## src/sv/fnv1a_linear_probe_hash_map_assert.svh

```systemverilog
// Assertion macros for the hash map RTL.
// Relies on signals named clk and rst in the module that expands them.
`ifndef FNV1A_LINEAR_PROBE_HASH_MAP_ASSERT_SVH
`define FNV1A_LINEAR_PROBE_HASH_MAP_ASSERT_SVH
`ifndef SYNTHESIS
// Same-cycle implication, disabled during reset.
`define FNVHM_ASSERT_IMP(lbl, ante, cons, msg) \
  lbl: assert property (@(posedge clk) disable iff (rst) (ante) |-> (cons)) \
    else $error(msg);
// Next-cycle implication, disabled during reset.
`define FNVHM_ASSERT_NXT(lbl, ante, cons, msg) \
  lbl: assert property (@(posedge clk) disable iff (rst) (ante) |=> (cons)) \
    else $error(msg);
`else
`define FNVHM_ASSERT_IMP(lbl, ante, cons, msg)
`define FNVHM_ASSERT_NXT(lbl, ante, cons, msg)
`endif
`endif

```

## src/sv/fnvhm_ram.sv

```systemverilog
// Generic simple dual-port RAM: one write port, one registered read port.
// No dependencies.
module fnvhm_ram #(
  parameter int WIDTH = 8,
  parameter int DEPTH = 16
) (
  input  logic                     clk,
  input  logic                     we,
  input  logic [$clog2(DEPTH)-1:0] waddr,
  input  logic [WIDTH-1:0]         wdata,
  input  logic [$clog2(DEPTH)-1:0] raddr,
  output logic [WIDTH-1:0]         rdata
);

  logic [WIDTH-1:0] mem [DEPTH];

  always_ff @(posedge clk) begin
    if (we) begin
      mem[waddr] <= wdata;
    end
    rdata <= mem[raddr];
  end

endmodule

```

## config.mk

```make
export PLATFORM = sky130hd
export DESIGN_NAME = fnvhm_ram
export DESIGN_NICKNAME = d
export VERILOG_FILES = /design/src/sv/fnv1a_linear_probe_hash_map_assert.svh /design/src/sv/fnvhm_ram.sv
export SDC_FILE = /design/constraint.sdc
export NUM_CORES = 1
export LEC_CHECK = 0
export BUFFER_PORTS_ARGS = -buffer_cell sky130_fd_sc_hd__buf_2
export CAP_MARGIN = 20
export CORE_MARGIN = 10
export CORE_UTILIZATION = 35
export CTS_CLUSTER_DIAMETER = 50
export DETAILED_ROUTE_END_ITERATION = 12
export GPL_TIMING_DRIVEN = 0
export PLACE_DENSITY_LB_ADDON = 0.1
export SETUP_SLACK_MARGIN = 0.3
export SLEW_MARGIN = 20
export SYNTH_ARGS = -nofsm -noshare
export SYNTH_HDL_FRONTEND = slang
export SYNTH_SLANG_ARGS = --single-unit
```

## constraint.sdc

```tcl
create_clock -name clk -period 1.5 [get_ports clk]
set_input_delay 0.075 -clock clk [delete_from_list [all_inputs] [get_ports clk]]
set_output_delay 0.075 -clock clk [all_outputs]
set_load 0.01 [all_outputs]
```

==> impl_metrics.yaml <==
clock_network:
  cts_buffer_depth: 2
  htree_levels: 4
  clk_pin_slew_ns: 0.05
  cts.sinks: 136
  insertion_delay_ns: 0.41
  postCtsHoldBufs: 0
  cts_tree: "built"
  cts_buffers: 17
  clockRootBuffer: "clkbuf_16"
placement:
  pre_cts_ws_ns: -0.143
  place_inst: 437
  dp_hpwl_mm: 6.86
  io_buffer_count: 24
  routabilityCongestion: 0.648
critical_path:
  reg2reg_depth: 3
  cp-start-kind: "flip-flop"
  end_kind: "flip-flop"
  worstSetupPathType: "reg -> reg"
  worstSetupStartpoint: "mem[7][4]$_DFFE_PP_"
  required_ns: 1.79
  worstPathMaxFanout: 1
  arrival_ns: 1.57
  r2r_start: "mem[7][4]$_DFFE_PP_"
synthesis:
  synth_edf_count: 128
  async_reset_ff_share_pct: 0
  synthFlopType: "edfxtp_1"
  ys_ff_latch: 136
  synth_commonest_cells: "128 x edfxtp_1, 18 x mux4_2, 16 x a22oi_1"
  synth_seq_area_share_pct: 77.8
  synth_nets: 247
  yosys_warnings: 0
  synth_most_common_cell: "edfxtp_1"
  syn_inst: 229
  synth_top_area_share_pct: 74.7
  synth.avg_cell_area_sq_um: 22.5
  yosysTopAreaCell: "edfxtp_1"
  synth_cell_types: 19
  synth_area_leaders: "edfxtp_1 75%, mux4_2 7.9%, mux4_1 7.1%"
  syn-cell-area_sq_um: 5150
power_and_ir_drop:
  intPower_uw: 6660
  p_total_uw: 8320
  ir_worst_vdd_v: 0.000693
  p_leak_uw: 0.00196
  powerDensity_nw_per_um2: 1370
  p_seq_share_pct: 51.4
  clockPowerShare_pct: 43.3
  combPwrFrac_pct: 5.3
  p_switching_uw: 1660
  swShare_pct: 19.9
sta:
  finalCritPeriodShare_pct: 85.2
  slew_headroom_pct: 36.8
  fin_skew_ns: 0.00500
  rsz0062_at_grt: "true"
  fmax_mhz: 782
  setup_viol: 0
  whs_ns: 0.0495
  hold_violations: 0
  postLayoutSetupSlackWorst_ns: 0.222
  drv_slew: 0
  worstMarginPinSlew_ns: 0.945
  period_needed_ns: 1.28
floorplanning:
  rows: 44
  die_h_um: 141
  initial_core_util_pct: 35.6
  die_w_um: 141
  die_area_sq_um: 20000
  ioPinCount: 26
  core_sq_um: 14500
hold_path:
  hold_path_class: "in -> reg"
  hold_depth: 1
  worstHoldStart: "wdata[6]"
final_layout:
  seqCellArea_sq_um: 4000
  drive_gt1_share_pct: 36.4
  post-route-util_pct: 41.9
  multi_input_area_sq_um: 1120
  syn_to_final_growth_pct: 18.0
  finalNonFillerCells: 467
  nNetsFinal: 290
  fillCellCount: 1290
  n_antenna_cell: 0
job:
  max-cap-violations: 0
grt:
  grt_pass1_wl_mm: 16.6
  grt_max_degree: 17
  grt_overflow: 0
  grt_pass1_vias: 2614
  grt_use_total_pct: 11.6
  antenna_found_initial: 0
routing:
  post_drt_wl_per_cell_um: 23.2
  drc: 0
  dr.pass1.iters: 6
  finalWirelength_mm: 10.8
  vias_per_cell: 5.02
  antenna_left: 0
  drt_iter0_markers: 135
  dr_total_vias: 2343
status:
  outcome: "finished clean"
==> logic make-up after synthesis <==
| group | share of synthesized area (%) |
|---|---|
| flip-flops | 77.8 |
| AND/OR/NAND/NOR | 3.18 |
| multiplexers | 15.0 |
| AO/OA/AOI/OAI | 2.33 |
| buffers and inverters | 1.68 |
==> metrics by stage <==
step	setup TNS [ns]	instance area (sq um)
floorplan	0	5190
global placement	-12.89	5540
detailed placement	-7.24	5540
CTS	0	6060
global route	0	6070
finish	0	6070
==> path summary, 6_finish.rpt <==
kind                              end  slack [ns]
setup reg to reg     rdata[4]$_DFF_P_        0.22
setup / recovery     rdata[4]$_DFF_P_        0.22
hold / removal    mem[6][6]$_DFFE_PP_        0.05
hold reg to reg      rdata[7]$_DFF_P_        0.68
==> power groups by stage <==
stage | combinational, uW | clock [uW] | sequential [uW]
global placement | 426 | 0 | 4340
finish | 441 | 3600 | 4270
detailed placement | 430 | 0 | 4350
floorplan | 222 | 0 | 4360
CTS | 450 | 3700 | 4270
global route | 484 | 3870 | 4280
==> metal layers <==
metal / track usage (%) / wire length [um]
met5: 0 / 0
met4: 5.71 / 127
met3: 4.11 / 579
met2: 17.2 / 5280
met1: 14.9 / 4850
==> layout by cell type, fill, tap and decap left out, types with 3 or more instances in the layout <==
master / netlist / routed
edfxtp_1: 128 / 128
buf_2: 3 / 27
mux4_2: 18 / 27
clkbuf_16: 0 / 17
nand2_1: 9 / 9
nor2_2: 0 / 9
a22oi_1: 16 / 8
a22oi_2: 0 / 8
dfxtp_1: 8 / 8
clkbuf_1: 0 / 6
mux4_1: 14 / 5
nor2_1: 13 / 4
clkinv_1: 0 / 4
clkdlybuf4s25_2: 3 / 3
==> critical path: stages, from the launching register on <==
cell      delay [ns]
edfxtp_1        0.35
mux4_2          0.51
a22oi_2         0.20
nand2_1         0.09
==> sequential cells by signal (all words and copies together), names as in the netlist <==
name   cells
mem      128
rdata      8
==> final cells by class <==
type,count,share of cell area (%)
plain buffers,10,1.55
clock buffers,23,7.38
clock inverters,7,0.907
multi-input cells,83,18.5
flip-flops and latches,136,65.9
well taps,184,3.79
repair buffers,24,1.98
==> repair_timing <==
| action | in CTS | in global routing |
|---|---|---|
| gates resized for setup | 17 | 7 |
| setup buffers | 0 | 0 |
| endpoints found under the setup margin | 10 | 56 |
| pin swaps | 7 | 1 |
No activity file was read; power rests on OpenSTA's default activity.
