$ cat config.mk
export PLATFORM = sky130hd
export DESIGN_NAME = fnvhm_ctrl
export DESIGN_NICKNAME = d
export VERILOG_FILES = /design/src/sv/fnv1a_linear_probe_hash_map_assert.svh /design/src/sv/fnvhm_pkg.sv /design/src/sv/fnvhm_ctrl.sv
export SDC_FILE = /design/constraint.sdc
export NUM_CORES = 1
export LEC_CHECK = 0
export BUFFER_PORTS_ARGS = -buffer_cell sky130_fd_sc_hd__buf_4
export CORE_AREA = 2 2 39 41
export DETAILED_ROUTE_END_ITERATION = 16
export DIE_AREA = 0 0 41 43
export PLACE_DENSITY_LB_ADDON = 0.25
export RECOVER_POWER = 25
export SYNTH_ARGS = -nofsm -noshare
export SYNTH_HDL_FRONTEND = slang
export SYNTH_SLANG_ARGS = --single-unit
export TNS_END_PERCENT = 1
$ cat constraint.sdc
create_clock -name clk -period 1.8 [get_ports clk]
set_clock_uncertainty 0.05 [all_clocks]
set_input_delay 0.09 -clock clk [delete_from_list [all_inputs] [get_ports clk]]
set_output_delay 0.09 -clock clk [all_outputs]
set_load 0.05 [all_outputs]
$ cat src/sv/fnv1a_linear_probe_hash_map_assert.svh
// Assertion macros for the hash map RTL.
// Relies on signals named clk and rst in the module that expands them.
`ifndef FNV1A_LINEAR_PROBE_HASH_MAP_ASSERT_SVH
`define FNV1A_LINEAR_PROBE_HASH_MAP_ASSERT_SVH
`ifndef SYNTHESIS
// Same-cycle implication, disabled during reset.
`define FNVHM_ASSERT_IMP(lbl, ante, cons, msg) \
  lbl: assert property (@(posedge clk) disable iff (rst) (ante) |-> (cons)) \
    else $error(msg);
// Next-cycle implication, disabled during reset.
`define FNVHM_ASSERT_NXT(lbl, ante, cons, msg) \
  lbl: assert property (@(posedge clk) disable iff (rst) (ante) |=> (cons)) \
    else $error(msg);
`else
`define FNVHM_ASSERT_IMP(lbl, ante, cons, msg)
`define FNVHM_ASSERT_NXT(lbl, ante, cons, msg)
`endif
`endif

$ cat src/sv/fnvhm_pkg.sv
// Shared types, codes and the FNV-1a step for the hash map.
// No dependencies.
package fnvhm_pkg;

  localparam logic [63:0] FNV_BASIS = 64'hCBF2_9CE4_8422_2325;
  localparam logic [63:0] FNV_PRIME = 64'h0000_0100_0000_01B3;

  localparam logic FUNC_SET = 1'b0;
  localparam logic FUNC_GET = 1'b1;

  localparam logic [1:0] STATUS_FOUND    = 2'd0;
  localparam logic [1:0] STATUS_INSERTED = 2'd1;
  localparam logic [1:0] STATUS_NOTFOUND = 2'd2;
  localparam logic [1:0] STATUS_FULL     = 2'd3;

  typedef struct packed {
    logic        func;
    logic [63:0] key_bytes;
    logic [3:0]  key_len;
    logic [31:0] value_in;
  } fnvhm_req_t;

  typedef struct packed {
    logic [1:0]  status;
    logic [31:0] value_out;
    logic [8:0]  entry_total;
  } fnvhm_rsp_t;

  typedef struct packed {
    logic clr_step;
    logic load;
    logic hash_step;
    logic probe_adv;
    logic commit;
    logic out_load;
  } fnvhm_cmd_t;

  typedef struct packed {
    logic clr_last;
    logic hash_last;
    logic probe_end;
    logic out_free;
  } fnvhm_sts_t;

  // One FNV-1a round: xor in the byte, then multiply by the prime 2^40 + 0x1B3,
  // written out as a sum of shifted copies.
  function automatic logic [63:0] fnv_step(input logic [63:0] h, input logic [7:0] b);
    logic [63:0] x;
    x = h ^ {56'd0, b};
    return (x << 40) + (x << 8) + (x << 7) + (x << 5) + (x << 4) + (x << 1) + x;
  endfunction

endpackage

$ cat src/sv/fnvhm_ctrl.sv
// Sequencer for the hash map: clear pass, hashing, probing, result hand-off.
// Depends on fnvhm_pkg.
module fnvhm_ctrl import fnvhm_pkg::*; (
  input  logic       clk,
  input  logic       rst,
  input  logic       req_valid,
  output logic       req_stall,
  input  fnvhm_sts_t sts,
  output fnvhm_cmd_t cmd
);

  typedef enum logic [5:0] {
    ST_CLEAR  = 6'b000001,
    ST_IDLE   = 6'b000010,
    ST_HASH   = 6'b000100,
    ST_LOOK   = 6'b001000,
    ST_CHECK  = 6'b010000,
    ST_FINISH = 6'b100000
  } state_t;

  state_t state, state_next;

  always_ff @(posedge clk) begin
    if (rst) begin
      state <= ST_CLEAR;
    end else begin
      state <= state_next;
    end
  end

  always_comb begin
    cmd        = '0;
    state_next = state;
    case (state)
      ST_CLEAR: begin
        cmd.clr_step = 1'b1;
        if (sts.clr_last) state_next = ST_IDLE;
      end
      ST_IDLE: begin
        if (req_valid) begin
          cmd.load   = 1'b1;
          state_next = ST_HASH;
        end
      end
      ST_HASH: begin
        cmd.hash_step = 1'b1;
        if (sts.hash_last) state_next = ST_LOOK;
      end
      ST_LOOK: begin
        state_next = ST_CHECK;
      end
      ST_CHECK: begin
        if (sts.probe_end) begin
          cmd.commit = 1'b1;
          state_next = ST_FINISH;
        end else begin
          cmd.probe_adv = 1'b1;
        end
      end
      ST_FINISH: begin
        // hold the result until the output register frees up
        if (sts.out_free) begin
          cmd.out_load = 1'b1;
          state_next   = ST_IDLE;
        end
      end
      default: begin
        state_next = ST_IDLE;
      end
    endcase
  end

  assign req_stall = (state != ST_IDLE);

endmodule

==> flow_summary.ini <==
[outcome]
status = finished clean

[sta]
relSlewSlack = 0.778
max_clock_freq_mhz = 617
rsz0062_at_grt = false
finalMaxSlewViolations = 0
tightest_slew_ns = 0.331
period_share = 0.900
fin_setup_tns_ns = 0
fin_crit_ns = 1.62
hold_viol_final = 0
finalSetupViolations = 0

[run]
max_cap_viol_count = 0

[hold_path]
hold_path.class = in2reg
min_from = sts[2]
whs_path_depth = 2
min_to = state[3]$_SDFFE_PP0P_

[critical_path]
reg2reg_to = state[2]$_SDFFE_PP0P_
rr_worst_depth = 4
r2r_start = state[4]$_SDFFE_PP0P_
crit_type = reg2out
cp.arrival_ns = 1.48
crit_path_end_kind = output port
r2r_setup_slack_ns = 0.42
crit_path_max_fanout = 6
start_kind = register
crit_required_ns = 1.66

[drt]
via_count = 357
wl_per_cell_um = 11.6
drtIter0Drc = 12
drcViolationCount = 0
wirelength_um = 835
ant_nets = 0
drt-pass1-iter-count = 4
viasPerCell = 4.96

[cells_and_area]
fin_cells = 72
nNetsFinal = 65
areaGrowthSynthToFinish_pct = 44.4
reg_top3 = state: 6 flops
final_cell_mix = buf_4, nor2_1, dfxtp_1
multi_input_area_um2 = 214
diodes = 0
seqCellArea_um2 = 120
drive_above_1_share = 0.339
top_register = state
layout.cells.most_common = buf_4
largest_register_ffs = 6
fillers = 148

[floorplan]
die_area_um2 = 1760
start_util = 0.244
dieHeight_um = 43
rows = 14
core_area_um2 = 1380
fp.dieW_um = 41
pin_count = 14

[clock_network]
clockBufferDepth = 2
cts_tree = built
cts.sink_count = 6
ctsResizeCount = 0
clock-root-buffer = clkbuf_4
postCtsSetupBuffers = 0
path_clk_slew_ns = 0.04
holdBufCountCts = 1
insertion_delay_ns = 0.25
cts_buffers = 3
htreeDepth = 1

[logic_synthesis]
syn-num-nets = 46
syn_avg_cell_area_um2 = 8.66
netlist_area_um2 = 338
yosysUniqueCellTypes = 20
synth-seq-cells = 6
seq_area_frac_synth = 0.356
synth_cells = 39
ys_warn_count = 0

[grt]
grt_use_total = 0.114
grt_max_degree = 8
grt_overflow = 0
antenna_found_initial = 0
grt_pass1_wl_um = 1330
grt_pass1_vias = 328

[placed_design]
gp_congestion = 0.682
dp_cells = 68
dpl.hpwl_um = 660
numPortBuffers = 13

[pwr]
p_per_area_nw_per_um2 = 712
leakagePower_nw = 0.220
ir_drop_mv = 0.350
where the power goes:
part | switching [mW] | internal (mW) | total (mW)
clock | 0.0522 | 0.0757 | 0.128
sequential | 0.00786 | 0.138 | 0.146
combinational | 0.0400 | 0.0336 | 0.0737
total | 0.100 | 0.248 | 0.348
synth_stat cells:
library cell | instances | area share
and2_1 | 1 | 0.019
nor2_1 | 10 | 0.11
and4b_4 | 1 | 0.041
nor3_2 | 1 | 0.030
nor2b_1 | 2 | 0.037
and3_1 | 2 | 0.037
or4_4 | 1 | 0.033
nor4b_1 | 2 | 0.052
nand2b_1 | 1 | 0.019
xor2_1 | 1 | 0.026
dfxtp_1 | 6 | 0.36
inv_1 | 1 | 0.011
o21ba_1 | 1 | 0.030
a31o_1 | 1 | 0.026
nand4b_1 | 1 | 0.026
nor4_1 | 2 | 0.037
a311o_1 | 1 | 0.030
nand3b_1 | 1 | 0.022
mux2i_1 | 1 | 0.030
nor3_1 | 2 | 0.030
cells by family after synthesis:
logic type / after synthesis / share of synthesized area
AOI/OAI and AO/OA: 3 / 0.0852
buffers and inverters: 1 / 0.0111
DFF: 6 / 0.356
xor gates and xnor gates: 1 / 0.0259
muxes: 1 / 0.0296
and+or+nand+nor: 27 / 0.493
worst max-delay path: stages, from the launching register on:
cell     delay (ns)
dfxtp_1        0.35
or4_4          0.57
nor2_1         0.12
buf_4          0.20
how the worst max path moves through the flow:
| stage | startpoint | end | slack [ns] | cells after the start |
|---|---|---|---|---|
| 6_report | state[4]$_SDFFE_PP0P_ | cmd[3] | 0.18 | 3 |
| 5_1_grt | state[1]$_SDFFE_PP0P_ | cmd[1] | 0.06 | 4 |
| 4_1_cts | state[4]$_SDFFE_PP0P_ | cmd[3] | 0.17 | 3 |
| 3_5_place_dp | state[4]$_SDFFE_PP0P_ | state[2]$_SDFFE_PP0P_ | 0.42 | 4 |
| 3_3_place_gp | state[4]$_SDFFE_PP0P_ | state[1]$_SDFFE_PP0P_ | 0.41 | 3 |
| 2_1_floorplan | state[4]$_SDFFE_PP0P_ | cmd[3] | 0.1 | 2 |
layout make-up:
type                            count  share of cell area
Clock buffer                        3              0.0462
Inverter                            1             0.00769
Multi-Input combinational cell     32               0.438
Sequential cell                     6               0.246
Tap cell                           16              0.0410
Timing Repair Buffer               14               0.221
per-stage QoR:
step,power [mW],hold slack (ns),area [um2],worst slack (ns),util
floorplan,0.193,0.112,338,0.0976,-
global placement,0.222,0.262,455,0.412,0.329
detailed placement,0.221,0.262,455,0.425,0.329
CTS,0.352,0.0778,488,0.166,0.353
global route,0.360,0.0844,488,0.0573,0.353
finish,0.348,0.0824,488,0.180,0.353
routing by layer:
metal  track usage  up-vias  wire length, um
li1              -      181                -
met1         0.160      160              421
met2         0.144       14              334
met3        0.0157        2               58
met4         0.100        0               20
met5             0        -                0
(Power assumes the default switching activity.)
