File: config.mk
export PLATFORM = sky130hd
export DESIGN_NAME = fnvhm_dp
export DESIGN_NICKNAME = d
export VERILOG_FILES = /design/src/sv/fnvhm_pkg.sv /design/src/sv/fnvhm_dp.sv
export VERILOG_INCLUDE_DIRS = /design/src /design/src/sv
export SDC_FILE = /design/constraint.sdc
export NUM_CORES = 1
export LEC_CHECK = 0
export BUFFER_PORTS_ARGS = -buffer_cell sky130_fd_sc_hd__clkbuf_2
export CAP_MARGIN = 15
export CORE_MARGIN = 8
export CORE_UTILIZATION = 52
export CTS_CLUSTER_SIZE = 25
export DETAILED_ROUTE_END_ITERATION = 12
export HOLD_SLACK_MARGIN = 0.08
export PLACE_DENSITY = 0.77
export SLEW_MARGIN = 20
export SYNTH_ARGS = -nofsm -noshare
export SYNTH_HDL_FRONTEND = slang
export SYNTH_SLANG_ARGS = --single-unit
File: constraint.sdc
create_clock -name clk -period 5.4 [get_ports clk]
set_input_delay 0 -clock clk [delete_from_list [all_inputs] [get_ports clk]]
set_output_delay 0 -clock clk [all_outputs]
set_load 0.005 [all_outputs]
File: src/sv/fnv1a_linear_probe_hash_map_assert.svh
// Assertion macros for the hash map RTL.
// Relies on signals named clk and rst in the module that expands them.
`ifndef FNV1A_LINEAR_PROBE_HASH_MAP_ASSERT_SVH
`define FNV1A_LINEAR_PROBE_HASH_MAP_ASSERT_SVH
`ifndef SYNTHESIS
// Same-cycle implication, disabled during reset.
`define FNVHM_ASSERT_IMP(lbl, ante, cons, msg) \
  lbl: assert property (@(posedge clk) disable iff (rst) (ante) |-> (cons)) \
    else $error(msg);
// Next-cycle implication, disabled during reset.
`define FNVHM_ASSERT_NXT(lbl, ante, cons, msg) \
  lbl: assert property (@(posedge clk) disable iff (rst) (ante) |=> (cons)) \
    else $error(msg);
`else
`define FNVHM_ASSERT_IMP(lbl, ante, cons, msg)
`define FNVHM_ASSERT_NXT(lbl, ante, cons, msg)
`endif
`endif

File: src/sv/fnvhm_pkg.sv
// Shared types, codes and the FNV-1a step for the hash map.
// No dependencies.
package fnvhm_pkg;

  localparam logic [63:0] FNV_BASIS = 64'hCBF2_9CE4_8422_2325;
  localparam logic [63:0] FNV_PRIME = 64'h0000_0100_0000_01B3;

  localparam logic FUNC_SET = 1'b0;
  localparam logic FUNC_GET = 1'b1;

  localparam logic [1:0] STATUS_FOUND    = 2'd0;
  localparam logic [1:0] STATUS_INSERTED = 2'd1;
  localparam logic [1:0] STATUS_NOTFOUND = 2'd2;
  localparam logic [1:0] STATUS_FULL     = 2'd3;

  typedef struct packed {
    logic        func;
    logic [63:0] key_bytes;
    logic [3:0]  key_len;
    logic [31:0] value_in;
  } fnvhm_req_t;

  typedef struct packed {
    logic [1:0]  status;
    logic [31:0] value_out;
    logic [8:0]  entry_total;
  } fnvhm_rsp_t;

  typedef struct packed {
    logic clr_step;
    logic load;
    logic hash_step;
    logic probe_adv;
    logic commit;
    logic out_load;
  } fnvhm_cmd_t;

  typedef struct packed {
    logic clr_last;
    logic hash_last;
    logic probe_end;
    logic out_free;
  } fnvhm_sts_t;

  // One FNV-1a round: xor in the byte, then multiply by the prime 2^40 + 0x1B3,
  // written out as a sum of shifted copies.
  function automatic logic [63:0] fnv_step(input logic [63:0] h, input logic [7:0] b);
    logic [63:0] x;
    x = h ^ {56'd0, b};
    return (x << 40) + (x << 8) + (x << 7) + (x << 5) + (x << 4) + (x << 1) + x;
  endfunction

endpackage

File: src/sv/fnvhm_dp.sv
// Datapath for the hash map: key capture, FNV-1a hashing, probe address,
// slot compare, occupancy count and the result register.
// Depends on fnvhm_pkg and the assertion macro header.
`include "fnv1a_linear_probe_hash_map_assert.svh"
module fnvhm_dp import fnvhm_pkg::*; #(
  parameter int TABLE_DEPTH = 256,
  parameter int KEY_BYTES   = 8,
  parameter int VALUE_WIDTH = 32,
  localparam int AW = $clog2(TABLE_DEPTH),
  localparam int KW = 8 * KEY_BYTES,
  localparam int LW = $clog2(KEY_BYTES + 1),
  localparam int MW = 1 + LW + KW + VALUE_WIDTH
) (
  input  logic          clk,
  input  logic          rst,
  input  fnvhm_cmd_t    cmd,
  output fnvhm_sts_t    sts,
  input  fnvhm_req_t    req,
  output fnvhm_rsp_t    rsp,
  output logic          rsp_valid,
  input  logic          rsp_stall,
  output logic          mem_we,
  output logic [AW-1:0] mem_waddr,
  output logic [MW-1:0] mem_wdata,
  output logic [AW-1:0] mem_raddr,
  input  logic [MW-1:0] mem_rdata
);

  localparam int CW = $clog2(TABLE_DEPTH + 1);

  logic                   func;
  logic [KW-1:0]          key;
  logic [LW-1:0]          len;
  logic [VALUE_WIDTH-1:0] val;
  logic [63:0]            h;
  logic [KW-1:0]          hb;
  logic [LW-1:0]          rem;
  logic [AW-1:0]          idx;
  logic [AW-1:0]          n;
  logic [CW-1:0]          count;
  logic [1:0]             res_status;
  logic [VALUE_WIDTH-1:0] res_value;

  logic [3:0]             len_norm;
  logic [KW-1:0]          key_m;
  logic [63:0]            val64;
  logic [63:0]            h_next;
  logic                   rd_valid;
  logic [LW-1:0]          rd_len;
  logic [KW-1:0]          rd_key;
  logic [VALUE_WIDTH-1:0] rd_value;
  logic                   hit;
  logic                   exhausted;
  logic                   write_ok;
  logic                   insert;
  logic [1:0]             status_c;
  logic [63:0]            vo64;
  logic [31:0]            cnt32;

  // Normalise the length and drop bytes above it.
  always_comb begin
    if (req.key_len == 4'd0) begin
      len_norm = 4'd1;
    end else if (req.key_len > 4'(KEY_BYTES)) begin
      len_norm = 4'(KEY_BYTES);
    end else begin
      len_norm = req.key_len;
    end
    for (int i = 0; i < KEY_BYTES; i++) begin
      key_m[8*i +: 8] = (4'(i) < len_norm) ? req.key_bytes[8*i +: 8] : 8'd0;
    end
  end

  assign val64  = {32'd0, req.value_in};
  assign h_next = fnv_step(h, hb[7:0]);

  assign rd_value = mem_rdata[VALUE_WIDTH-1:0];
  assign rd_key   = mem_rdata[VALUE_WIDTH +: KW];
  assign rd_len   = mem_rdata[VALUE_WIDTH+KW +: LW];
  assign rd_valid = mem_rdata[MW-1];

  assign hit       = rd_valid && (rd_len == len) && (rd_key == key);
  assign exhausted = (n == AW'(TABLE_DEPTH - 1));
  assign write_ok  = (func == FUNC_SET) && (hit || !rd_valid);
  assign insert    = (func == FUNC_SET) && !rd_valid;

  always_comb begin
    if (func == FUNC_SET) begin
      if (hit) begin
        status_c = STATUS_FOUND;
      end else if (!rd_valid) begin
        status_c = STATUS_INSERTED;
      end else begin
        status_c = STATUS_FULL;
      end
    end else begin
      status_c = hit ? STATUS_FOUND : STATUS_NOTFOUND;
    end
  end

  assign sts.clr_last  = (idx == AW'(TABLE_DEPTH - 1));
  assign sts.hash_last = (rem == LW'(1));
  assign sts.probe_end = !rd_valid || hit || exhausted;
  assign sts.out_free  = !rsp_valid || !rsp_stall;

  assign mem_we    = cmd.clr_step || (cmd.commit && write_ok);
  assign mem_waddr = idx;
  assign mem_wdata = cmd.clr_step ? '0 : {1'b1, len, key, val};
  // Issue the next slot's read while the current one is compared.
  assign mem_raddr = cmd.probe_adv ? idx + AW'(1) : idx;

  always_ff @(posedge clk) begin
    if (cmd.load) begin
      func <= req.func;
      key  <= key_m;
      len  <= len_norm[LW-1:0];
      val  <= val64[VALUE_WIDTH-1:0];
      h    <= FNV_BASIS;
      hb   <= key_m;
      rem  <= len_norm[LW-1:0];
    end else if (cmd.hash_step) begin
      h   <= h_next;
      hb  <= hb >> 8;
      rem <= rem - LW'(1);
    end
    if (cmd.hash_step && sts.hash_last) begin
      n <= '0;
    end else if (cmd.probe_adv) begin
      n <= n + AW'(1);
    end
    if (cmd.commit) begin
      res_status <= status_c;
      res_value  <= (func == FUNC_GET && hit) ? rd_value : '0;
    end
  end

  // Slot index doubles as the clear-pass counter after reset.
  always_ff @(posedge clk) begin
    if (rst) begin
      idx <= '0;
    end else if (cmd.clr_step || cmd.probe_adv) begin
      idx <= idx + AW'(1);
    end else if (cmd.hash_step && sts.hash_last) begin
      idx <= h_next[AW-1:0];
    end
  end

  always_ff @(posedge clk) begin
    if (rst) begin
      count <= '0;
    end else if (cmd.commit && insert) begin
      count <= count + CW'(1);
    end
  end

  assign vo64  = 64'(res_value);
  assign cnt32 = 32'(count);

  always_ff @(posedge clk) begin
    if (rst) begin
      rsp_valid <= 1'b0;
    end else if (cmd.out_load) begin
      rsp_valid <= 1'b1;
    end else if (rsp_valid && !rsp_stall) begin
      rsp_valid <= 1'b0;
    end
  end

  always_ff @(posedge clk) begin
    if (cmd.out_load) begin
      rsp.status      <= res_status;
      rsp.value_out   <= vo64[31:0];
      rsp.entry_total <= cnt32[8:0];
    end
  end

  `FNVHM_ASSERT_NXT(a_insert_counts, cmd.commit && insert,
                    count == $past(count) + CW'(1), "insert did not bump the occupancy count")
  `FNVHM_ASSERT_IMP(a_load_when_free, cmd.out_load,
                    !rsp_valid || !rsp_stall, "result loaded over an unaccepted item")
  `FNVHM_ASSERT_IMP(a_no_adv_at_end, cmd.probe_adv,
                    !sts.probe_end, "probe advanced past a terminating slot")

endmodule

==> impl_metrics.csv, run 1 <==
group,metric,value,unit
global_route,grt_max_degree,77,
synthesis,yosysUniqueCellTypes,58,
place,gp_congestion,0.822,
critical_path,r2r_end,"mem_waddr[7]",
cells_and_area,final_nets,1707,
clock_network,post_cts_buffers,0,
synthesis,synthesis.nets,1198,
power_and_ir_drop,power_density,346,nW/um^2
synthesis,netlist_area,12900,um^2
floorplan,die_h,174,um
clock_network,insertion_delay,0.55,ns
clock_network,cts_tree,"done",
clock_network,cts_resized,0,
floorplan,die_width,174,um
synthesis,yosysMostFrequentCell,"edfxtp_1",
power_and_ir_drop,p_leak,7.13,nW
synthesis,ys.flop_type,"edfxtp_1",
synthesis,ys_warn_count,0,
timing,holdWs,0.166,ns
global_route,grt_remaining_overflow,0,
place,portBuffers,376,
synthesis,ys_seq_area_frac,0.625,
clock_network,cts_inserted_buffers,30,
critical_path,critPathLaunchType,"flop",
job,max-cap-violations,0,
worst_hold_path,hold_end,"val[26]",
floorplan,dieArea,30100,um^2
detailed_routing,drc,0,
critical_path,worstSetupPathType,"flop to flop",
place,dp_hpwl,27.8,mm
critical_path,arrival,4.75,ns
floorplan,rows,57,
detailed_routing,antenna_left,0,
timing,finalMaxSlewViolations,0,
synthesis,synth_edf_count,246,
global_route,antenna_found_initial,6,
timing,worstMarginPinSlew,1.09,ns
worst_hold_path,hold_class,"primary input to flop",
synthesis,synth_top_area_cell,"edfxtp_1",
critical_path,r2r_setup_slack,1.06,ns
timing,finalSetupViolCount,0,
critical_path,end_kind,"flop",
power_and_ir_drop,ir_drop,0.305,mV
detailed_routing,drt-total-wl,40.0,mm
timing,rsz0062_at_grt,"false",
synthesis,synth_common_cells,"246 x edfxtp_1, 126 x nor2b_1, 61 x xnor2_1",
clock_network,cts_buffer_depth,3,
timing,fin_crit_sh,0.804,
critical_path,timing.rr.start,"hb[1]",
critical_path,rr_worst_depth,16,
global_route,grt_pass1_wl,60.0,mm
synthesis,synth_top_cells_by_area,"edfxtp_1 57%, nor2b_1 6.1%, dfxtp_1 5.3%",
worst_hold_path,holdPathStages,2,
clock_network,htree_levels,1,
detailed_routing,num_vias,9791,
timing,fin_setup_tns,0,ns
clock_network,path_clk_slew,0.07,ns
timing,hold_viol,0,
critical_path,required,5.81,ns
detailed_routing,first_pass_iters,7,
cells_and_area,area_growth_syn_to_layout,35.0,%
synthesis,synthArstFlopShare,0,
cells_and_area,final_layout_size_suffix_gt1_frac,0.352,
run_status,status,"finished, final reports clean",
timing,fmax,230,MHz
detailed_routing,wl_per_cell,22.0,um
floorplan,core,24300,um^2
global_route,grt_util_all_layers,0.254,
clock_network,cts_root_buf,"clkbuf_16",
detailed_routing,viasPerCell,5.38,
synthesis,postSynthAreaPerCell,13.4,um^2
worst_hold_path,min-delay-start,"req[26]",
clock_network,cts.sinks,280,
synthesis,postSynthCellCount,963,
synthesis,synth_seq_cells,280,
detailed_routing,drtIter0Drc,773,
timing,maxSlewHeadroom,0.268,
global_route,grt_pass1_vias,10400,
floorplan,start_util,0.531,
timing,finalCriticalPeriod,4.34,ns
floorplan,num_io_pins,377,
synthesis,synth.top_cell.area_share,0.572,
timing,skew,0.0241,ns
critical_path,cp_max_fo,4,
[metrics by stage]
stage          total power [mW]   util  worst slack (ns)  cell area [um^2]  std cells
2_1_floorplan              3.51      -              1.36             12900        963
5_1_grt                    6.27  0.716             0.799             17400       1821
6_report                   6.03  0.716              1.06             17400       1821
4_1_cts                    6.04  0.716              1.03             17400       1817
3_3_place_gp               3.94  0.619              1.19             15100       1622
3_5_place_dp               3.99  0.619              1.11             15100       1622
[registers in the layout, indices dropped and copies added, names as in the netlist]
register / count
hb: 64
val: 32
n: 8
rem: 4
h: 8
key: 64
res_status: 2
res_value: 32
mem_waddr: 8
len: 4
rsp: 43
func: 1
count: 9
rsp_valid: 1
[worst max-delay path by stage]
stage                         endpoint  startpoint  cells past startpoint
after detailed placement  mem_waddr[7]       hb[0]                     16
final                     mem_waddr[7]       hb[1]                     16
after floorplan           mem_waddr[7]       hb[1]                     16
after global routing      mem_waddr[7]       hb[1]                     16
after global placement    mem_waddr[7]       hb[0]                     16
after CTS                 mem_waddr[7]       hb[1]                     16
[cell type report]
type	count	area, um^2
Clock inverter	9	100
Timing Repair Buffer	525	3360
Multi-Input combinational cell	616	4570
Inverter	19	71.3
Fill cell	1616	6900
Clock buffer	44	835
Tap cell	324	405
Sequential cell	280	8070
Antenna cell	4	10.0
[report_power, final]
part	internal (mW)	total (mW)	switching [mW]
logic	0.685	1.36	0.675
registers	2.58	2.69	0.111
clock network	1.16	1.98	0.820
total	4.42	6.03	1.61
[cell usage in the layout (no fill, tap or decap), drive strengths merged, types with 3 or more instances in the layout]
master / instances
mux2: 59
nand3: 6
nand2: 57
xnor2: 61
inv: 19
dlygate4sd3: 142
diode: 4
o22ai: 3
and3: 19
nor2: 38
ha: 20
nor2b: 126
buf: 10
fa: 4
o21ai: 17
a221oi: 4
nand2b: 20
or3: 5
and2: 34
a21oi: 13
xor2: 22
nor3: 34
mux2i: 7
clkbuf: 417
dfxtp: 34
edfxtp: 246
clkinv: 6
nand4: 30
nor4: 8
nor3b: 6
[metal layers]
metal  up-vias  GRT usage  share of wire
met2       520      0.441           0.50
met1      4734      0.299           0.38
met5         -          0        0.00078
li1       4452          -              -
met4         4     0.0977          0.034
met3        81     0.0623          0.083
[cell families after synthesis]
kind of cell / share of synthesized area
xor+xnor: 0.0629
flops: 0.625
compound gates: 0.0252
simple gates: 0.183
mux: 0.0569
fa+ha+maj: 0.0256
buf+inv: 0.0215
[critical path: stages, from the launching register on]
cell,delay (ns)
edfxtp_1,0.38
xor2_1,0.37
xnor2_1,0.23
inv_1,0.08
ha_1,0.28
inv_1,0.06
fa_1,0.52
inv_1,0.05
ha_1,0.29
ha_1,0.29
ha_1,0.21
fa_1,0.39
xnor2_1,0.18
xnor2_1,0.16
xnor3_2,0.39
a221oi_2,0.28
nor2_2,0.04
[what timing repair did]
item | CTS | global route
setup endpoints to repair | 0 | 0
hold endpoints to repair | 303 | 0
hold buffers | 142 | 0
No activity file was read; power rests on OpenSTA's default activity.
==> run 2: changes to the inputs <==
- CORE_UTILIZATION: 52 -> 47
- PLACE_DENSITY: 0.77 -> 0.73
- clock period: 5.4 -> 3.71 ns (I/O delays scaled with it)
==> run 2 against run 1 <==
  * The run now ends with setup timing left
  * Register-to-register slack worse by 1.2 ns
  * First-iteration DRC count down 21%
  * Hold slack better by 0.0082 ns
  * Critical path type unchanged
  * Largest cell class unchanged
==> impl_metrics.csv, run 2 (synthesized netlist as in run 1, its figures left out) <==
group,metric,value,unit
run_status,status,"finished with violations",
run_status,failed_checks,"setup timing",
timing,finalMaxSlewViolations,0,
critical_path,arrival,4.24,ns
power_and_ir_drop,ir_drop,0.321,mV
timing,skew,0.0199,ns
cells_and_area,top_regs,"hb: 64 flops, key: 64 flops, rsp: 43 flops",
global_route,grt_remaining_overflow,0,
cells_and_area,layout_common_cells,"374 x clkbuf_2, 246 x edfxtp_1, 147 x dlygate4sd3_1",
job,max-cap-violations,0,
critical_path,critPathSlowestCell,"fa_1",
cells_and_area,seqCellArea,8070,um^2
critical_path,path_cells,"xor2_2 > xnor2_1 > inv_1 > ha_1 > inv_2 > fa_1 > inv_1 > ha_1 > ha_1 > ha_2 > fa_2 > xnor2_2 > xnor2_1 > xnor3_2 > a221oi_2 > nor2_2",
timing,finalSetupViolCount,2,
timing,setup_ws,-0.124,ns
critical_path,r2r_setup_slack,-0.12,ns
timing,fmax,261,MHz
floorplan,core,27000,um^2
global_route,grt_max_degree,99,
floorplan,start_util,0.479,
global_route,grt_pass1_vias,10200,
clock_network,post_cts_buffers,0,
global_route,antenna_found_initial,6,
detailed_routing,first_pass_iters,4,
critical_path,end_kind,"flop",
power_and_ir_drop,power_density,503,nW/um^2
detailed_routing,antenna_left,0,
clock_network,insertion_delay,0.55,ns
place,place_ws,-0.223,ns
floorplan,rows,60,
detailed_routing,drc,0,
critical_path,path_common_cell,"ha_1",
timing,finalCriticalPeriod,3.83,ns
power_and_ir_drop,p_leak,7.20,nW
timing,hold_viol,0,
detailed_routing,drtIter0Drc,610,
place,gp_congestion,0.851,
floorplan,dieArea,33000,um^2
critical_path,cp_top_family,"adder cells",
global_route,grt_util_all_layers,0.234,
clock_network,cts_buffer_depth,3,
detailed_routing,wl_per_cell,21.5,um
critical_path,cp_max_fo,3,
detailed_routing,num_vias,9601,
clock_network,path_clk_slew,0.06,ns
power_and_ir_drop,finalPower,8.85,mW
timing,maxSlewHeadroom,0.331,
critical_path,critPathLaunchType,"flop",
detailed_routing,drt-total-wl,39.9,mm
place,portBuffers,376,
critical_path,worstSetupPathType,"flop to flop",
cells_and_area,final_layout_size_suffix_gt1_frac,0.359,
timing,rsz0062_at_grt,"true",
clock_network,cts_root_buf,"clkbuf_16",
cells_and_area,multi_input_area,4600,um^2
floorplan,die_width,182,um
floorplan,die_h,182,um
clock_network,htree_levels,1,
timing,worstMarginPinSlew,1.00,ns
global_route,grt_pass1_wl,60.0,mm
cells_and_area,final_nets,1720,
critical_path,required,4.12,ns
cells_and_area,area_growth_syn_to_layout,36.4,%
timing,fin_crit_sh,1.03,
clock_network,cts_inserted_buffers,29,
floorplan,num_io_pins,377,
worst_hold_path,hold_class,"primary input to flop",
detailed_routing,viasPerCell,5.19,
critical_path,cp_slowest_stage_delay,0.47,ns
clock_network,cts_tree,"done",
cells_and_area,fillers,1977,
clock_network,cts.sinks,280,
cells_and_area,layout_commonest_cell,"clkbuf_2",
place,dp_hpwl,28.4,mm
critical_path,worst-path-buf-inv,3,
[run 2: cell count changes in the layout (fill, tap and decap cells not counted), sizes merged]
cell         before  now
dlygate4sd3     142  147
clkinvlp          1    0
clkbuf          417  413
buf              10   18
inv              19   20
bufinv            2    3
clkinv            6    8
[run 2: worst register-to-register path: stages, from the launching register on]
cell and delay (ns):
edfxtp_1 0.44, xor2_2 0.18, xnor2_1 0.18, inv_1 0.06
ha_1 0.29, inv_2 0.04, fa_1 0.47, inv_1 0.04
ha_1 0.27, ha_1 0.28, ha_2 0.18, fa_2 0.37
xnor2_2 0.15, xnor2_1 0.17, xnor3_2 0.30, a221oi_2 0.26
nor2_2 0.04
[run 2: power breakdown]
| part | switching, mW | internal [mW] |
|---|---|---|
| registers | 0.166 | 3.76 |
| clock network | 1.17 | 1.69 |
| logic | 0.990 | 1.07 |
[run 2: final timing paths]
path / start / endpoint / cells after the start
max: hb[0] / mem_waddr[7] / 16
min: req[19] / val[19] / 2
max reg2reg: hb[0] / mem_waddr[7] / 16
min reg2reg: res_value[25] / rsp[34] / 0
[run 2: metal layers]
metal | global-route usage | up-vias | share of wire
met3 | 0.0523 | 75 | 0.073
met2 | 0.404 | 419 | 0.49
met5 | 0 | - | 0.00033
li1 | - | 4480 | -
met4 | 0.0807 | 2 | 0.033
met1 | 0.286 | 4625 | 0.40
[run 2: area by class of cell]
type	instances	area share
Antenna cell	4	0.000569
Clock buffer	39	0.0451
Clock inverter	12	0.00754
Inverter	19	0.00405
Multi-Input combinational cell	616	0.262
Sequential cell	280	0.458
Tap cell	341	0.0242
Timing Repair Buffer	539	0.199
[run 2: timing repair]
action / in CTS / in global routing
resized for setup: 1 / 0
pin swaps: 5 / 0
endpoints found under the hold margin: 357 / 0
endpoints found under the setup margin: 2 / 2
hold buffers: 147 / 0
[run 2: through the flow]
stage / hold WS [ns] / TNS, ns / std cells / util / instance area [um^2]
final: 0.174 / -0.173 / 1850 / 0.653 / 17600
after global routing: 0.161 / -0.553 / 1850 / 0.653 / 17600
after CTS: 0.149 / -0.266 / 1846 / 0.653 / 17600
after detailed placement: 0.179 / -0.392 / 1648 / 0.564 / 15200
after global placement: 0.178 / -0.202 / 1648 / 0.564 / 15200
after floorplan: 0.0454 / -0.108 / 963 / - / 12900
==> run 3: changes to the inputs <==
- BUFFER_PORTS_ARGS: -buffer_cell sky130_fd_sc_hd__clkbuf_2 -> not set
- CORE_UTILIZATION: 47 -> 58
- DONT_BUFFER_PORTS: not set -> 1
==> run 3 against run 2 <==
  * The flow finishes with violations (hold timing, setup timing)
  * Non-clock buffer count decreased by 300
  * Hold slack got worse by 0.64 ns
  * Worst setup slack got worse by 0.092 ns
  * Largest power group unchanged
  * Highest routed layer is now met4
==> impl_metrics.csv, run 3 (synthesized netlist as in run 1, its figures left out) <==
group,metric,value,unit
detailed_routing,first_pass_iters,6,
cells_and_area,layout_commonest_cell,"edfxtp_1",
detailed_routing,viasPerCell,5.97,
timing,finalMaxSlewViolations,0,
timing,finalSetupViolCount,2,
clock_network,path_clk_slew,0.07,ns
clock_network,cts.sinks,280,
detailed_routing,drt-total-wl,40.2,mm
critical_path,required,4.14,ns
place,portBuffers,0,
detailed_routing,drtIter0Drc,700,
global_route,grt_pass1_wl,57.7,mm
timing,finalCriticalPeriod,3.93,ns
clock_network,insertion_delay,0.55,ns
critical_path,critPathLaunchType,"flop",
cells_and_area,layout_common_cells,"246 x edfxtp_1, 222 x dlygate4sd3_1, 126 x nor2b_1",
detailed_routing,drc,0,
timing,maxSlewHeadroom,0.324,
timing,hold_viol,2,
global_route,antenna_found_initial,0,
clock_network,cts_tree,"done",
global_route,grt_util_all_layers,0.286,
timing,fmax,255,MHz
global_route,grt_pass1_vias,9412,
critical_path,worstSetupPathType,"flop to flop",
cells_and_area,final_util,0.754,
critical_path,end_kind,"flop",
power_and_ir_drop,ir_drop,0.427,mV
cells_and_area,final_nets,1420,
cells_and_area,top_regs,"hb: 64 flops, key: 64 flops, rsp: 43 flops",
floorplan,start_util,0.591,
clock_network,cts_buffer_depth,3,
critical_path,cp_max_fo,3,
timing,rsz0062_at_grt,"true",
detailed_routing,antenna_left,0,
floorplan,rows,54,
timing,holdWs,-0.469,ns
global_route,grt_max_degree,161,
worst_hold_path,hold_class,"primary input to flop",
place,dp_hpwl,25.5,mm
timing,fin_crit_sh,1.06,
power_and_ir_drop,power_density,535,nW/um^2
floorplan,die_width,165,um
detailed_routing,wl_per_cell,27.0,um
detailed_routing,num_vias,8879,
critical_path,arrival,4.35,ns
clock_network,cts_root_buf,"clkbuf_16",
global_route,grt_remaining_overflow,0,
run_status,status,"finished with violations",
cells_and_area,final_layout_size_suffix_gt1_frac,0.141,
floorplan,core,21800,um^2
place,gp_congestion,0.861,
floorplan,dieArea,27300,um^2
timing,skew,0.0197,ns
clock_network,htree_levels,1,
floorplan,die_h,165,um
timing,setup_ws,-0.216,ns
power_and_ir_drop,p_leak,6.02,nW
clock_network,cts_inserted_buffers,29,
cells_and_area,area_growth_syn_to_layout,27.5,%
run_status,failed_checks,"hold timing, setup timing",
power_and_ir_drop,finalPower,8.80,mW
floorplan,num_io_pins,377,
timing,worstMarginPinSlew,1.01,ns
job,max-cap-violations,0,
==> run 3: cell types whose count changed in the layout (fill, tap and decap cells not counted), moves of 2 or more <==
| cell | before | now |
|---|---|---|
| clkbuf_1 | 7 | 5 |
| clkinvlp_4 | 0 | 2 |
| buf_4 | 16 | 11 |
| diode_2 | 4 | 1 |
| buf_16 | 0 | 2 |
| clkbuf_2 | 374 | 0 |
| dlygate4sd3_1 | 147 | 222 |
| clkbuf_8 | 3 | 1 |
| clkinv_1 | 5 | 7 |
==> run 3: area by class of cell <==
cell class,count,area (um^2)
sequential,280,8070
fill,1323,5370
timing repair buffer,239,2420
clock inverter,17,164
tap,280,350
multi-input combinational,616,4620
inverter,19,71.3
clock buffer,35,758
antenna,1,2.50
==> run 3: worst paths after layout <==
path | start | end | slack, ns | cells after the start
max | hb[0] | mem_waddr[7] | -0.22 | 16
min | rst | mem_waddr[7] | -0.47 | 1
max reg2reg | hb[0] | mem_waddr[7] | -0.22 | 16
min reg2reg | res_value[19] | rsp[28] | 0.42 | 0
==> run 3: stage by stage <==
stage	TNS (ns)	instance area (um^2)	worst slack, ns	std cells	hold WS [ns]
finish	-0.346	16500	-0.216	1487	-0.469
global route	-0.747	16400	-0.392	1486	-0.496
CTS	-0.226	16400	-0.151	1484	-0.502
detailed placement	-0.260	13200	-0.183	1204	0.0441
global placement	-0.0986	13100	-0.0986	1203	0.0462
floorplan	-0.108	12900	-0.102	963	0.0454
==> run 3: power by group <==
part,internal [mW],switching [mW]
Sequential,3.76,0.181
Combinational,1.03,0.962
Clock,1.66,1.22
==> run 3: metal layers <==
metal  wire [um]  track usage  vias up
li1            -            -     3885
met1       14100        0.321     4389
met2       20200        0.499      510
met3        4260       0.0865       95
met4        1570        0.117        0
met5           0            0        -
==> run 3: critical path, cell delays in order, from the launching register on <==
cell and delay, ns:
edfxtp_1 0.44, xor2_2 0.18, xnor2_1 0.20, inv_1 0.07, ha_1 0.30, inv_2 0.04, fa_1 0.48, inv_1 0.05
ha_1 0.27, ha_1 0.28, ha_2 0.18, fa_2 0.37, xnor2_2 0.14, xnor2_1 0.17, xnor3_2 0.30, a221oi_2 0.28
nor2_2 0.04
==> run 3: repair_timing <==
action,in CTS,in global routing
pin swaps,5,0
setup buffers,2,1
endpoints found under the setup margin,2,3
hold buffers,226,1
endpoints found under the hold margin,472,5
resized for setup,2,1
